--- src/design/tspi_pkg.sv ---
// ----------------------------------------------------------------------------
// tspi_pkg
// Shared codes, widths and controller/datapath interface types for the
// time-stamped path interpolator.
// ----------------------------------------------------------------------------
package tspi_pkg;

  localparam int COORD_W = 16;
  localparam int XY_W    = 17;
  localparam int LB_W    = 10;
  localparam int CMD_W   = 3;
  localparam int STAT_W  = 2;

  localparam logic [LB_W-1:0] LB_RESET = 10'd90;

  typedef logic [CMD_W-1:0] cmd_code_t;

  localparam cmd_code_t CMD_START = 3'd0;
  localparam cmd_code_t CMD_ADD   = 3'd1;
  localparam cmd_code_t CMD_END   = 3'd2;
  localparam cmd_code_t CMD_CLEAR = 3'd3;
  localparam cmd_code_t CMD_POS   = 3'd4;
  localparam cmd_code_t CMD_VEL   = 3'd5;

  localparam logic [STAT_W-1:0] ST_OK     = 2'd0;
  localparam logic [STAT_W-1:0] ST_FULL   = 2'd1;
  localparam logic [STAT_W-1:0] ST_NODRAW = 2'd2;

  typedef struct packed {
    logic latch;
    logic apply;
    logic scan_init;
    logic use_back;
    logic scan;
    logic mul;
    logic div;
    logic fin;
    logic load_out;
  } ctrl_cmd_t;

  typedef struct packed {
    cmd_code_t code;
    logic      hd;
    logic      scan_done;
    logic      div_done;
    logic      back_phase;
  } dp_stat_t;

endpackage

--- src/design/tspi_ctrl.sv ---
// ----------------------------------------------------------------------------
// tspi_ctrl
// Sequencer: accepts a request, runs the segment scan, multiply and divide
// steps for one or two lookups, and hands the result to the output register.
// ----------------------------------------------------------------------------
module tspi_ctrl
  import tspi_pkg::*;
(
  input  logic       clk,
  input  logic       rst,
  input  logic       in_valid,
  output logic       in_ready,
  input  logic       out_ready,
  output logic       out_valid,
  output ctrl_cmd_t  cmd,
  input  dp_stat_t   stat
);

  typedef enum logic [2:0] {
    S_IDLE, S_EXEC, S_SCAN, S_MUL, S_DIV, S_FIN, S_RESP
  } state_t;

  state_t state;
  logic   is_query;

  always_comb begin
    is_query = (stat.code == CMD_POS) || (stat.code == CMD_VEL);
    cmd      = '0;
    in_ready = (state == S_IDLE);
    unique case (state)
      S_IDLE: cmd.latch = in_valid;
      S_EXEC: begin
        cmd.apply = 1'b1;
        if (is_query && stat.hd) begin
          cmd.scan_init = 1'b1;
          cmd.use_back  = (stat.code == CMD_VEL);
        end
      end
      S_SCAN: cmd.scan = 1'b1;
      S_MUL:  cmd.mul  = 1'b1;
      S_DIV:  cmd.div  = 1'b1;
      S_FIN:  cmd.fin  = 1'b1;
      S_RESP: cmd.load_out = !out_valid || out_ready;
      default: cmd = '0;
    endcase
  end

  always_ff @(posedge clk) begin
    if (rst) begin
      state     <= S_IDLE;
      out_valid <= 1'b0;
    end else begin
      if (cmd.load_out) begin
        out_valid <= 1'b1;
      end else if (out_ready) begin
        out_valid <= 1'b0;
      end
      unique case (state)
        S_IDLE: if (in_valid) state <= S_EXEC;
        S_EXEC: state <= (is_query && stat.hd) ? S_SCAN : S_RESP;
        S_SCAN: if (stat.scan_done) state <= S_MUL;
        S_MUL:  state <= S_DIV;
        S_DIV:  if (stat.div_done) state <= S_FIN;
        S_FIN:  state <= stat.back_phase ? S_SCAN : S_RESP;
        S_RESP: if (cmd.load_out) state <= S_IDLE;
        default: state <= S_IDLE;
      endcase
    end
  end

endmodule

--- config.mk ---
export PLATFORM = sky130hd
export DESIGN_NAME = tspi_ctrl
export DESIGN_NICKNAME = d
export VERILOG_FILES = /design/src/design/tspi_pkg.sv /design/src/design/tspi_ctrl.sv
export SDC_FILE = /design/constraint.sdc
export NUM_CORES = 1
export LEC_CHECK = 0
export BUFFER_PORTS_ARGS = -buffer_cell sky130_fd_sc_hd__buf_2
export CORE_AREA = 2 2 39 41
export DETAILED_ROUTE_END_ITERATION = 6
export DIE_AREA = 0 0 41 43
export GPL_TIMING_DRIVEN = 1
export MAX_ROUTING_LAYER = met4
export PLACE_DENSITY = 0.52
export SLEW_MARGIN = 20
export SYNTH_ARGS = -nofsm -noshare
export SYNTH_HDL_FRONTEND = slang
export SYNTH_SLANG_ARGS = --single-unit
--- constraint.sdc ---
create_clock -name clk -period 1.3 [get_ports clk]
set_input_delay 0.195 -clock clk [delete_from_list [all_inputs] [get_ports clk]]
set_output_delay 0.195 -clock clk [all_outputs]
set_load 0.05 [all_outputs]
==> results.yml <==
setup_path:
  worstPathArrival_ps: 1300
  critPathCaptureType: "primary output"
  reg2reg_depth: 6
  start_kind: "flop"
  path_class: "reg -> out"
  regToRegStartpoint: "state[1]"
  worstPathRequired_ps: 1110
  r2r_slack_ps: -60
  path_max_fanout: 4
  rr_endpoint: "state[2]"
logic_synthesis:
  synth_commonest_cells: "4 x dfxtp_1, 3 x a21oi_1, 3 x and2_1"
  yosys_warnings: 0
  ys_seq_elements: 4
  synth_area_leaders: "dfxtp_1 24%, buf_6 6.7%, mux4_2 6.7%"
  synth_top_area_share: 0.237
  synth_top_area_cell: "dfxtp_1"
  synth.yosys.seq_area_share: 0.237
  synth_area_um2: 338
  ys.flop_type: "dfxtp_1"
  synth_edf_count: 0
  synthDistinctLibCells: 25
  postSynthCellCount: 36
  ys_async_sr_fraction: 0
  synth.avg_cell_area_um2: 9.38
  synth.most_common_cell: "dfxtp_1"
  synth_nets: 47
floorplan:
  num_io_pins: 22
  start_util: 0.244
  core_um2: 1380
  dieHeight_um: 43
  fp.dieW_um: 41
  fp.dieArea_um2: 1760
  rows: 14
finish:
  layout-drive-gt1-share: 0.817
  insertedDiodeCount: 0
  syn_to_final_growth_pct: 118
  nets: 83
power:
  peakVddDrop_uv: 987
  power_density_nw_per_um2: 1640
  p_leak_uw: 0.000339
  power.total_uw: 1210
clocking:
  holdBufCountCts: 0
  clock-sinks: 4
  clkLatencyLatePin_ps: 240
  h-tree-depth: 1
  clock_path_buffers: 2
  tritoncts: "done"
  clkTransAtPathRegs_ps: 40
  cts_buffers: 3
  clockRootBuffer: "clkbuf_4"
run_status:
  status: "finished with violations"
  violations: "negative setup slack"
timing:
  slew_headroom: 0.834
  period_share: 1.15
  rsz0062_at_grt: "yes"
  hold_violations: 0
  slew_violations: 0
  fmax_mhz: 667
  holdWs_ps: 169
  worst_pin_slew_ps: 251
  fin_skew_ps: 0.441
  worst_slack_ps: -200
  setup_viol: 10
  fin_crit_ps: 1500
route:
  wl_um: 1010
  drt_drc_violations_left: 0
  num_vias: 424
  routedWlPerCell_um: 11.6
  dr.pass1.iters: 4
  first_iter_violations: 4
  viasPerCell: 4.87
  ant_nets: 0
grt:
  antenna_found_initial: 0
  grt_max_degree: 10
  gr-total-overflow: 0
  grt_pass1_vias: 409
  grt_pass1_wl_um: 1540
  grt.total_usage: 0.134
placement:
  pre_cts_slack_ps: -79.5
  gp_congestion: 0.793
  port_buffers: 21
  dpl.hpwl_um: 678
min_path:
  hold_class: "in -> reg"
  hold_depth: 2
  min_from: "rst"
  holdPathEnd: "state[1]"
job:
  maxCapViolCount: 0
-- logic make-up after synthesis --
kind of cell    synth area share
compound gates             0.137
buf+inv                   0.0889
flops                      0.237
mux                        0.111
simple gates               0.426
-- worst max path at each step --
stage / from / to / slack [ps]
after global routing: state[0] / cmd[5] / -280
after detailed placement: state[2] / cmd[5] / -80
after floorplan: state[0] / cmd[5] / -580
final: state[1] / cmd[5] / -200
after CTS: state[1] / cmd[5] / -210
after global placement: state[1] / cmd[5] / -40
-- worst max-delay path: stages, from the launching register on --
cell     delay [ps]
dfxtp_4         350
nor3b_4         190
and4b_4         250
and2_4          140
buf_8           130
-- power breakdown --
group	total (uW)	leakage [uW]	switching [uW]	internal, uW
Combinational	837	0.000289	415	422
Clock	176	0.0000150	60.0	116
Sequential	198	0.0000356	39.5	158
Total	1210	0.000339	514	696
-- what timing repair did --
item / 4_1_cts / 5_1_grt
gates resized for setup: 31 / 11
buffers inserted: 4 / 3
pin swaps: 3 / 6
setup endpoints to repair: 12 / 12
endpoints found under the hold margin: 0 / 0
-- layout make-up --
| class | count | area, um2 |
|---|---|---|
| fillers | 129 | 647 |
| multi-input cells | 29 | 302 |
| repair buffers | 34 | 294 |
| flip-flops and latches | 4 | 95.1 |
| clock buffers | 4 | 26.3 |
| well taps | 16 | 20.0 |
-- layout by cell type (no fill, tap or decap), drive strengths merged, types with 2 or more instances in the layout --
cell	count
and2	3
nor3b	2
nand2b	2
dfxtp	4
and3	2
buf	34
a21oi	3
nand2	2
clkbuf	4
nor2b	2
nor3	2
-- layer usage --
| layer | routed length (um) | vias to the layer above | global-route usage |
|---|---|---|---|
| li1 | - | 204 | - |
| met1 | 325 | 200 | 0.135 |
| met2 | 599 | 16 | 0.219 |
| met3 | 56 | 4 | 0.0157 |
| met4 | 25 | 0 | 0.100 |
| met5 | 0 | - | - |
-- metrics by stage --
step / utilization / setup TNS [ps] / cells / cell area [um2]
floorplan: - / -1510 / 36 / 380
global placement: 0.382 / -38.2 / 77 / 528
detailed placement: 0.382 / -113 / 77 / 528
CTS: 0.491 / -892 / 85 / 679
global route: 0.533 / -1630 / 87 / 737
finish: 0.533 / -1080 / 87 / 737
-- state kept, by name (all words and copies together) (netlist names) --
name       cells
state          3
out_valid      1
No activity file was read; power rests on OpenSTA's default activity.
